## config.mk

```make
export PLATFORM = sky130hd
export DESIGN_NAME = priority_batch_request_scheduler_unit
export DESIGN_NICKNAME = d
export VERILOG_FILES = /design/src/rtl/pbrs_pkg.sv /design/src/rtl/pbrs_queue_ram.sv /design/src/rtl/priority_batch_request_scheduler_unit.sv
export SDC_FILE = /design/constraint.sdc
export NUM_CORES = 2
export LEC_CHECK = 0
export BUFFER_PORTS_ARGS = -buffer_cell sky130_fd_sc_hd__buf_2
export CORE_ASPECT_RATIO = 0.75
export CORE_MARGIN = 4
export CORE_UTILIZATION = 45
export DETAILED_ROUTE_END_ITERATION = 8
export SETUP_SLACK_MARGIN = 0.4
export SLEW_MARGIN = 20
export SYNTH_ARGS = -nofsm -noshare
export SYNTH_HDL_FRONTEND = slang
export SYNTH_SLANG_ARGS = --single-unit
export TNS_END_PERCENT = 5
```

## constraint.sdc

```tcl
create_clock -name clock -period 18.62 [get_ports clock]
set_clock_uncertainty 0.05 [all_clocks]
set_input_delay 3.724 -clock clock [delete_from_list [all_inputs] [get_ports clock]]
set_output_delay 3.724 -clock clock [all_outputs]
set_load 0.1 [all_outputs]
```

## src/rtl/pbrs_pkg.sv

```systemverilog
`timescale 1ns / 1ps
// ----------------------------------------------------------------------------
// pbrs_pkg
// Shared constants, types and helpers of the priority batch request scheduler.
// ----------------------------------------------------------------------------
package pbrs_pkg;

   localparam int QUEUE_DEPTH = 16;
   localparam int BATCH_LIMIT = 16;
   localparam int NUM_QUEUES  = 3;

   localparam int PTR_W   = (QUEUE_DEPTH > 1) ? $clog2(QUEUE_DEPTH) : 1;
   localparam int CNT_W   = $clog2(QUEUE_DEPTH + 1);
   localparam int MEM_DEPTH = NUM_QUEUES * QUEUE_DEPTH;
   localparam int ADDR_W  = $clog2(MEM_DEPTH);
   localparam int TAKEN_W = $clog2(BATCH_LIMIT + 1);
   localparam int TOT_W   = $clog2(MEM_DEPTH + 1);

   localparam logic [1:0] OP_ENQUEUE  = 2'd0;
   localparam logic [1:0] OP_SCAN     = 2'd1;
   localparam logic [1:0] OP_COLLECT  = 2'd2;
   localparam logic [1:0] OP_COMPLETE = 2'd3;

   localparam logic [1:0] PRIO_HIGH = 2'd0;
   localparam logic [1:0] PRIO_LOW  = 2'd2;

   localparam logic [1:0] Q_HIGH = 2'd0;
   localparam logic [1:0] Q_MID  = 2'd1;
   localparam logic [1:0] Q_LOW  = 2'd2;

   localparam logic [1:0] CSR_MAX_BATCH  = 2'd0;
   localparam logic [1:0] CSR_MAX_PEND   = 2'd1;
   localparam logic [1:0] CSR_MAX_ACTIVE = 2'd2;

   localparam logic [2:0] KIND_ACCEPTED     = 3'd0;
   localparam logic [2:0] KIND_REJECTED     = 3'd1;
   localparam logic [2:0] KIND_EXPIRED      = 3'd2;
   localparam logic [2:0] KIND_DISPATCHED   = 3'd3;
   localparam logic [2:0] KIND_BUSY         = 3'd4;
   localparam logic [2:0] KIND_EMPTY        = 3'd5;
   localparam logic [2:0] KIND_ACK          = 3'd6;
   localparam logic [2:0] KIND_NONE_EXPIRED = 3'd7;

   typedef struct packed {
      logic [31:0] id;
      logic [31:0] deadline;
   } entry_type;

   typedef struct packed {
      logic              en;
      logic [ADDR_W-1:0] addr;
      entry_type         data;
   } ram_wr_type;

   function automatic logic [PTR_W-1:0] ptr_inc(input logic [PTR_W-1:0] ptr);
      return (int'(ptr) == QUEUE_DEPTH - 1) ? '0 : PTR_W'(int'(ptr) + 1);
   endfunction

   function automatic logic [ADDR_W-1:0] ram_addr(input logic [1:0] q,
                                                  input logic [PTR_W-1:0] ptr);
      return ADDR_W'(int'(q) * QUEUE_DEPTH + int'(ptr));
   endfunction

endpackage

```

## src/rtl/pbrs_queue_ram.sv

```systemverilog
`timescale 1ns / 1ps
// ----------------------------------------------------------------------------
// pbrs_queue_ram
// Request store for all three queues: one write port, one registered read.
// ----------------------------------------------------------------------------
module pbrs_queue_ram (
   input  logic                     clock,
   input  pbrs_pkg::ram_wr_type     wr,
   input  logic [pbrs_pkg::ADDR_W-1:0] rd_addr,
   output pbrs_pkg::entry_type      rd_data
);
   import pbrs_pkg::*;

   entry_type mem_ff [MEM_DEPTH];

   always_ff @(posedge clock) begin
      if (wr.en) begin
         mem_ff[wr.addr] <= wr.data;
      end
      rd_data <= mem_ff[rd_addr];
   end

endmodule

```

## src/rtl/priority_batch_request_scheduler_unit.sv

```systemverilog
`timescale 1ns / 1ps
// ----------------------------------------------------------------------------
// priority_batch_request_scheduler_unit
// Strict priority request queues with expiry scan and batch dequeue.
// ----------------------------------------------------------------------------
// enqueue, completion and busy collect: a single result.
// scan: a result per expired entry; collect: a result per popped entry,
// stopping at the batch limit or once all queues are empty.
// synchronous reset empties all queues and restores the id counter, the
// active count and the csr limits. busy drops as the last result shows,
// so the next start is taken that cycle; results cannot be stalled.
module priority_batch_request_scheduler_unit (
   input  logic        clock,
   input  logic        reset,
   input  logic        start,
   output logic        busy,
   input  logic [1:0]  req_operation,
   input  logic [1:0]  req_priority_req,
   input  logic [31:0] req_deadline,
   input  logic [31:0] req_current_time,
   output logic        rsp_valid,
   output logic [2:0]  rsp_kind,
   output logic [31:0] rsp_request_id,
   output logic        rsp_last,
   input  logic        csr_write_enable,
   input  logic [1:0]  csr_index,
   input  logic [7:0]  csr_write_data
);
   import pbrs_pkg::*;

   typedef enum logic [2:0] {
      ST_IDLE, ST_SCAN_RD, ST_SCAN_EV, ST_COL_RD, ST_COL_EV, ST_DONE
   } state_type;

   state_type          state_ff;
   logic [CNT_W-1:0]   count_ff [NUM_QUEUES];
   logic [PTR_W-1:0]   head_ff  [NUM_QUEUES];
   logic [31:0]        next_id_ff;
   logic [7:0]         active_ff;
   logic [4:0]         max_batch_ff;
   logic [5:0]         max_pend_ff;
   logic [7:0]         max_active_ff;
   logic [1:0]         op_ff;
   logic [31:0]        time_ff;
   logic [1:0]         q_ff;
   logic [PTR_W-1:0]   rd_ptr_ff;
   logic [PTR_W-1:0]   wr_ptr_ff;
   logic [CNT_W-1:0]   idx_ff;
   logic [CNT_W-1:0]   keep_ff;
   logic [TAKEN_W-1:0] taken_ff;
   logic [TAKEN_W-1:0] limit_ff;
   logic               any_ff;
   logic               pend_valid_ff;
   logic [2:0]         pend_kind_ff;
   logic [31:0]        pend_id_ff;
   logic               rsp_valid_ff;
   logic [2:0]         rsp_kind_ff;
   logic [31:0]        rsp_id_ff;
   logic               rsp_last_ff;

   logic [1:0]         sel_in;
   logic               reject_in;
   logic [PTR_W-1:0]   tail_in;
   logic [TAKEN_W-1:0] limit_in;
   logic [TOT_W-1:0]   total_in;
   logic               expired_in;
   logic               new_valid_in;
   logic [2:0]         new_kind_in;
   logic [31:0]        new_id_in;
   logic [ADDR_W-1:0]  rd_addr_in;
   ram_wr_type         wr_in;
   entry_type          rd_data;
   int                 tail_sum;

   pbrs_queue_ram u_ram (
      .clock   (clock),
      .wr      (wr_in),
      .rd_addr (rd_addr_in),
      .rd_data (rd_data)
   );

   assign busy           = (state_ff != ST_IDLE);
   assign rsp_valid      = rsp_valid_ff;
   assign rsp_kind       = rsp_kind_ff;
   assign rsp_request_id = rsp_id_ff;
   assign rsp_last       = rsp_last_ff;

   always_comb begin
      if (req_priority_req == PRIO_HIGH) begin
         sel_in = Q_HIGH;
      end else if (req_priority_req == PRIO_LOW) begin
         sel_in = Q_LOW;
      end else begin
         sel_in = Q_MID;
      end
      total_in  = TOT_W'(int'(count_ff[0]) + int'(count_ff[1]) + int'(count_ff[2]));
      reject_in = ((max_pend_ff != 6'd0) && (int'(total_in) >= int'(max_pend_ff))) ||
                  (int'(count_ff[sel_in]) >= QUEUE_DEPTH);
      tail_sum  = int'(head_ff[sel_in]) + int'(count_ff[sel_in]);
      if (tail_sum >= QUEUE_DEPTH) begin
         tail_sum = tail_sum - QUEUE_DEPTH;
      end
      tail_in = PTR_W'(tail_sum);
      if (max_batch_ff == 5'd0) begin
         limit_in = TAKEN_W'(1);
      end else if (int'(max_batch_ff) > BATCH_LIMIT) begin
         limit_in = TAKEN_W'(BATCH_LIMIT);
      end else begin
         limit_in = TAKEN_W'(max_batch_ff);
      end

      // the one deadline comparator, shared by scan and collect
      expired_in = (rd_data.deadline != 32'd0) && (rd_data.deadline < time_ff);

      new_valid_in = 1'b0;
      new_kind_in  = KIND_EXPIRED;
      new_id_in    = rd_data.id;
      wr_in.en     = 1'b0;
      wr_in.addr   = ram_addr(q_ff, wr_ptr_ff);
      wr_in.data   = rd_data;
      rd_addr_in   = ram_addr(q_ff, rd_ptr_ff);
      case (state_ff)
         ST_IDLE: begin
            wr_in.addr      = ram_addr(sel_in, tail_in);
            wr_in.data.id   = next_id_ff;
            wr_in.data.deadline = req_deadline;
            wr_in.en        = start && (req_operation == OP_ENQUEUE) && !reject_in;
         end
         ST_SCAN_EV: begin
            new_valid_in = expired_in;
            wr_in.en     = !expired_in;
         end
         ST_COL_RD: begin
            rd_addr_in = ram_addr(q_ff, head_ff[q_ff]);
         end
         ST_COL_EV: begin
            new_valid_in = 1'b1;
            new_kind_in  = expired_in ? KIND_EXPIRED : KIND_DISPATCHED;
         end
         default: begin
         end
      endcase
   end

   always_ff @(posedge clock) begin
      if (reset) begin
         state_ff      <= ST_IDLE;
         for (int k = 0; k < NUM_QUEUES; k++) begin
            count_ff[k] <= '0;
            head_ff[k]  <= '0;
         end
         next_id_ff    <= 32'd1;
         active_ff     <= 8'd0;
         max_batch_ff  <= 5'd8;
         max_pend_ff   <= 6'd0;
         max_active_ff <= 8'd2;
         pend_valid_ff <= 1'b0;
         rsp_valid_ff  <= 1'b0;
      end else begin
         rsp_valid_ff <= (new_valid_in && pend_valid_ff) || (state_ff == ST_DONE);
         if (csr_write_enable) begin
            case (csr_index)
               CSR_MAX_BATCH:  max_batch_ff  <= csr_write_data[4:0];
               CSR_MAX_PEND:   max_pend_ff   <= csr_write_data[5:0];
               CSR_MAX_ACTIVE: max_active_ff <= (csr_write_data == 8'd0) ? 8'd1
                                                                         : csr_write_data;
               default: begin
               end
            endcase
         end
         // one result held back so the final beat can carry last
         if (new_valid_in) begin
            if (pend_valid_ff) begin
               rsp_kind_ff  <= pend_kind_ff;
               rsp_id_ff    <= pend_id_ff;
               rsp_last_ff  <= 1'b0;
            end
            pend_valid_ff <= 1'b1;
            pend_kind_ff  <= new_kind_in;
            pend_id_ff    <= new_id_in;
         end
         case (state_ff)
            ST_IDLE: begin
               if (start) begin
                  op_ff    <= req_operation;
                  time_ff  <= req_current_time;
                  q_ff     <= Q_HIGH;
                  taken_ff <= '0;
                  limit_ff <= limit_in;
                  any_ff   <= 1'b0;
                  case (req_operation)
                     OP_ENQUEUE: begin
                        pend_valid_ff <= 1'b1;
                        if (reject_in) begin
                           pend_kind_ff <= KIND_REJECTED;
                           pend_id_ff   <= 32'd0;
                        end else begin
                           pend_kind_ff     <= KIND_ACCEPTED;
                           pend_id_ff       <= next_id_ff;
                           next_id_ff       <= next_id_ff + 32'd1;
                           count_ff[sel_in] <= count_ff[sel_in] + CNT_W'(1);
                        end
                        state_ff <= ST_DONE;
                     end
                     OP_SCAN: begin
                        rd_ptr_ff <= head_ff[0];
                        wr_ptr_ff <= head_ff[0];
                        idx_ff    <= '0;
                        keep_ff   <= '0;
                        state_ff  <= ST_SCAN_RD;
                     end
                     OP_COLLECT: begin
                        if (active_ff >= max_active_ff) begin
                           pend_valid_ff <= 1'b1;
                           pend_kind_ff  <= KIND_BUSY;
                           pend_id_ff    <= 32'd0;
                           state_ff      <= ST_DONE;
                        end else begin
                           state_ff <= ST_COL_RD;
                        end
                     end
                     default: begin
                        if (active_ff != 8'd0) begin
                           active_ff <= active_ff - 8'd1;
                        end
                        pend_valid_ff <= 1'b1;
                        pend_kind_ff  <= KIND_ACK;
                        pend_id_ff    <= 32'd0;
                        state_ff      <= ST_DONE;
                     end
                  endcase
               end
            end
            ST_SCAN_RD: begin
               if (idx_ff == count_ff[q_ff]) begin
                  count_ff[q_ff] <= keep_ff;
                  if (q_ff == Q_LOW) begin
                     state_ff <= ST_DONE;
                  end else begin
                     q_ff      <= q_ff + 2'd1;
                     rd_ptr_ff <= head_ff[q_ff + 2'd1];
                     wr_ptr_ff <= head_ff[q_ff + 2'd1];
                     idx_ff    <= '0;
                     keep_ff   <= '0;
                  end
               end else begin
                  state_ff <= ST_SCAN_EV;
               end
            end
            ST_SCAN_EV: begin
               // survivors slide toward the head in order
               if (!expired_in) begin
                  wr_ptr_ff <= ptr_inc(wr_ptr_ff);
                  keep_ff   <= keep_ff + CNT_W'(1);
               end
               rd_ptr_ff <= ptr_inc(rd_ptr_ff);
               idx_ff    <= idx_ff + CNT_W'(1);
               state_ff  <= ST_SCAN_RD;
            end
            ST_COL_RD: begin
               if (taken_ff == limit_ff) begin
                  state_ff <= ST_DONE;
               end else if (count_ff[q_ff] == '0) begin
                  if (q_ff == Q_LOW) begin
                     state_ff <= ST_DONE;
                  end else begin
                     q_ff <= q_ff + 2'd1;
                  end
               end else begin
                  state_ff <= ST_COL_EV;
               end
            end
            ST_COL_EV: begin
               head_ff[q_ff]  <= ptr_inc(head_ff[q_ff]);
               count_ff[q_ff] <= count_ff[q_ff] - CNT_W'(1);
               taken_ff       <= taken_ff + TAKEN_W'(1);
               if (!expired_in) begin
                  any_ff <= 1'b1;
               end
               state_ff <= ST_COL_RD;
            end
            ST_DONE: begin
               rsp_last_ff   <= 1'b1;
               pend_valid_ff <= 1'b0;
               if (pend_valid_ff) begin
                  rsp_kind_ff <= pend_kind_ff;
                  rsp_id_ff   <= pend_id_ff;
               end else begin
                  rsp_kind_ff <= (op_ff == OP_SCAN) ? KIND_NONE_EXPIRED : KIND_EMPTY;
                  rsp_id_ff   <= 32'd0;
               end
               if ((op_ff == OP_COLLECT) && any_ff && (active_ff != 8'hFF)) begin
                  active_ff <= active_ff + 8'd1;
               end
               state_ff <= ST_IDLE;
            end
            default: begin
               state_ff <= ST_IDLE;
            end
         endcase
      end
   end

endmodule

```

==> key figures <==
Yosys
  – Synth Register Bits: roughly 3,400
  – Cell variety after synth: 70
  – Post-Syn Area: about 130,000 µm²
  – Syn Inst Count: around 10,000
  – EDFF count, synth: around 3,200
  – Syn Area/Cell: 13.8 µm²
  – Synth top area cells: edfxtp_1, nand2_1, mux2i_1
  – Synth area leader: edfxtp_1
  – Asr flop ratio synth: 0
  – Yosys top cell area share: 0.724
  – Top_reg_cell synth: edfxtp_1
  – Register area share after synthesis: 0.744
  – Synth Net Count: between 9,000 and 10,000
  – Ys Warns: 0

Die
  – I/O pins: 120
  – CORE AREA: 297,000 µm²
  – Die height: around 480 µm
  – Die W: approximately 640 µm
  – Die ar.: about 310,000 µm²
  – Starting Density: 0.453
  – Number of core rows: roughly 170

Hold path
  – Hold Crit Class: reg -> reg
  – Hold path cells: 2

GRT
  – Grt total ovfl: 0
  – GR peak layer: met1
  – GR Util met3: 0.0561
  – GR Layer Usage met2: 0.382
  – First-pass GRT wire length: 585,000 µm
  – GRT Util Overall: 0.261
  – GRT met1 Usage: 0.393
  – Initial antenna violation count: 17
  – Number of global-route vias before repair: ~80,000
  – Largest net degree at the start of global routing: approximately 170

Detailed routing
  – DRT Wirelength: approximately 410,000 µm
  – Routed len/inst: roughly 30 µm
  – Routed via count: about 85,000
  – Vias per std cell: 6.05
  – Post-route ant nets: 0
  – DRT iter0 DRCs: between 10,000 and 15,000
  – DRC violations left: 0
  – Initial DRT Pass Iterations: 8

STA
  – RSZ-0062 raised after global routing: false
  – Slew headroom: 0.136
  – Final setup TNS: 0 ns
  – Least-Margin Pin Slew: around 1.3 ns
  – Final Max Tran Viols: 0
  – Period utilisation layout: 0.420
  – Final hold violation count: 0
  – Min Tclk post-route: roughly 7.8 ns
  – Final Worst Setup Slack: 10.80 ns
  – Max Clock Freq: 128 MHz
  – # setup viols final: 0
  – WHS: 0.452 ns

Clocking
  – Post-CTS Setup Bufs: 0
  – Clock-pin slew on the worst setup and hold paths: approximately 0.060 ns
  – # H-tree levels: 5
  – CTS Buf Count: roughly 330
  – Hold Buf Count CTS: 0
  – Root Buffer: clkbuf_16
  – Worst skew pair latency: around 0.9 ns
  – Post_cts resized: 0
  – Clock buffer depth: 4
  – Total clock sinks: roughly 3,400
  – CTS tree: done

Layout
  – Leading cell type in the layout, fill and taps excluded: edfxtp_1
  – Most frequent cells in the layout: edfxtp_1, nand2_1, nand3_1
  – Net count, final: between 10,000 and 15,000
  – Layout cells sized above 1: 0.103
  – Area Growth Syn to Fin: 12.3%
  – Post-route cell area: roughly 150,000 µm²

Critical path
  – Worst Reg-to-Reg Cells: 12
  – Startpoint Class: input pin
  – Worst endpoint required time: 19.06 ns
  – Setup CP Type: in -> reg
  – Max FO, Critical Path: 38
  – Setup crit end kind: flip-flop
  – Worst Path Arrival: about 8.3 ns

Power and ir drop
  – Worst VDD drop: 0.123 mV
  – Clock power frac: 0.328
  – Leak: 52.0 nW
  – Cell Pwr Density: around 130 nW/µm²
  – Combinational share of power: 0.201
  – Net Sw Power: between 6 and 7 mW
  – Internal power: roughly 14 mW
  – Switching portion of total power: 0.308
  – Sequential share of power: 0.471

Place
  – Hpwl dp: 234,000 µm
  – Port bufs: roughly 120
  – Global placer's final weighted congestion: between 0.8 and 0.9
  – Setup WS pre-CTS: roughly 10 ns
  – Post-DP Area: between 100,000 and 150,000 µm²

Job
  – Max cap viols: 0

Outcome
  – Status: complete, no violations
[power by group through the flow]
| stage | Sequential [mW] | Clock [mW] | Combinational [mW] |
|---|---|---|---|
| after CTS | 9.50 | 6.70 | 3.98 |
| final | 9.51 | 6.63 | 4.05 |
| after floorplan | 9.58 | 0 | 2.08 |
| after detailed placement | 9.66 | 0 | 3.97 |
| after global placement | 9.66 | 0 | 3.88 |
| after global routing | 9.52 | 7.02 | 4.26 |
[per-layer routing]
metal / vias up / share of wire
li1: 36742 / -
met1: 43031 / 0.42
met2: 4870 / 0.43
met3: 605 / 0.11
met4: 10 / 0.028
met5: - / 0.00014
[worst max-delay path, stage by stage]
cell	delay, ns
buf_2	0.33
mux2i_1	0.29
nor2_1	0.06
a21oi_1	0.31
inv_1	0.14
ha_1	0.30
a21o_1	0.18
a21oi_1	0.16
xnor2_1	0.16
xor2_1	0.46
a21oi_2	0.13
buf_4	0.28
nor4_2	0.41
buf_4	0.51
buf_4	0.65
[final cells by class]
type	instances	area, µm²
clock inverters	141	1560
diodes	4	10.0
multi-input cells	5687	32400
inverters	95	365
well taps	3937	4930
clock buffers	448	8940
repair buffers	396	2820
fillers	24694	146000
flip-flops and latches	3374	100000
[flip-flops by register name (all words and copies together) (netlist names), 2 cells and up, named ones only]
| signal | count |
|---|---|
| active_ff | 8 |
| count_ff | 20 |
| head_ff | 16 |
| idx_ff | 5 |
| keep_ff | 5 |
| limit_ff | 5 |
| max_active_ff | 8 |
| max_batch_ff | 5 |
| max_pend_ff | 6 |
| next_id_ff | 32 |
| op_ff | 2 |
| pend_id_ff | 32 |
| pend_kind_ff | 3 |
| q_ff | 2 |
| rd_ptr_ff | 4 |
| rsp_kind | 3 |
| rsp_request_id | 32 |
| state_ff | 3 |
| taken_ff | 5 |
| time_ff | 32 |
| u_ram.mem_ff | 3072 |
| u_ram.rd_data | 64 |
| wr_ptr_ff | 4 |
[path summary, 6_finish.rpt]
| kind | start | endpoint | slack [ns] |
|---|---|---|---|
| setup reg to reg | state_ff[2] | u_ram.rd_data[12] | 11.44 |
| hold / removal | next_id_ff[25] | next_id_ff[25] | 0.45 |
| hold reg to reg | next_id_ff[25] | next_id_ff[25] | 0.45 |
| setup / recovery | req_priority_req[1] | u_ram.mem_ff[18][22] | 10.80 |
[logic make-up (layout without fill, tap and decap cells)]
logic type | after synthesis | count (layout) | share of synthesized area
adders and majority gates | 86 | 86 | 0.00845
buffers and inverters | 711 | 1080 | 0.0225
DFF | 3374 | 3374 | 0.744
xor gates and xnor gates | 55 | 55 | 0.00358
AOI/OAI and AO/OA | 1202 | 1202 | 0.0585
other | 0 | 4 | 0
and+or+nand+nor | 3839 | 3839 | 0.124
muxes | 505 | 505 | 0.0389
[stage by stage]
stage                      util  power (mW)  cells
after floorplan               -        11.7   9772
after global placement    0.473        13.5  13486
after detailed placement  0.473        13.6  13489
after CTS                 0.509        20.2  14078
after global routing      0.509        20.8  14078
final                     0.509        20.2  14082
[cells in the mapped netlist (12+ instances only)]
cell      instances
nand3_1         674
nand4_1          19
a21o_1           36
buf_1            50
nand3b_1         12
a211oi_1         15
o22ai_1         190
dfxtp_1         130
buf_2           158
or3_1            17
edfxtp_1       3244
a32o_1           61
buf_6            19
ha_1             78
xnor2_1          33
mux2i_1         486
o22a_1           62
nor4_1          308
inv_1            93
a221o_1          33
xor2_1           22
clkbuf_1        383
a31oi_1          67
o21ai_0          47
a21oi_1         497
nor2b_1          36
mux4_2           13
and3_1           72
nand2_1        2414
and2_1           48
nor2_1          138
a311oi_1        124
nor3_1           78
Power figures use the tool's default switching activity.
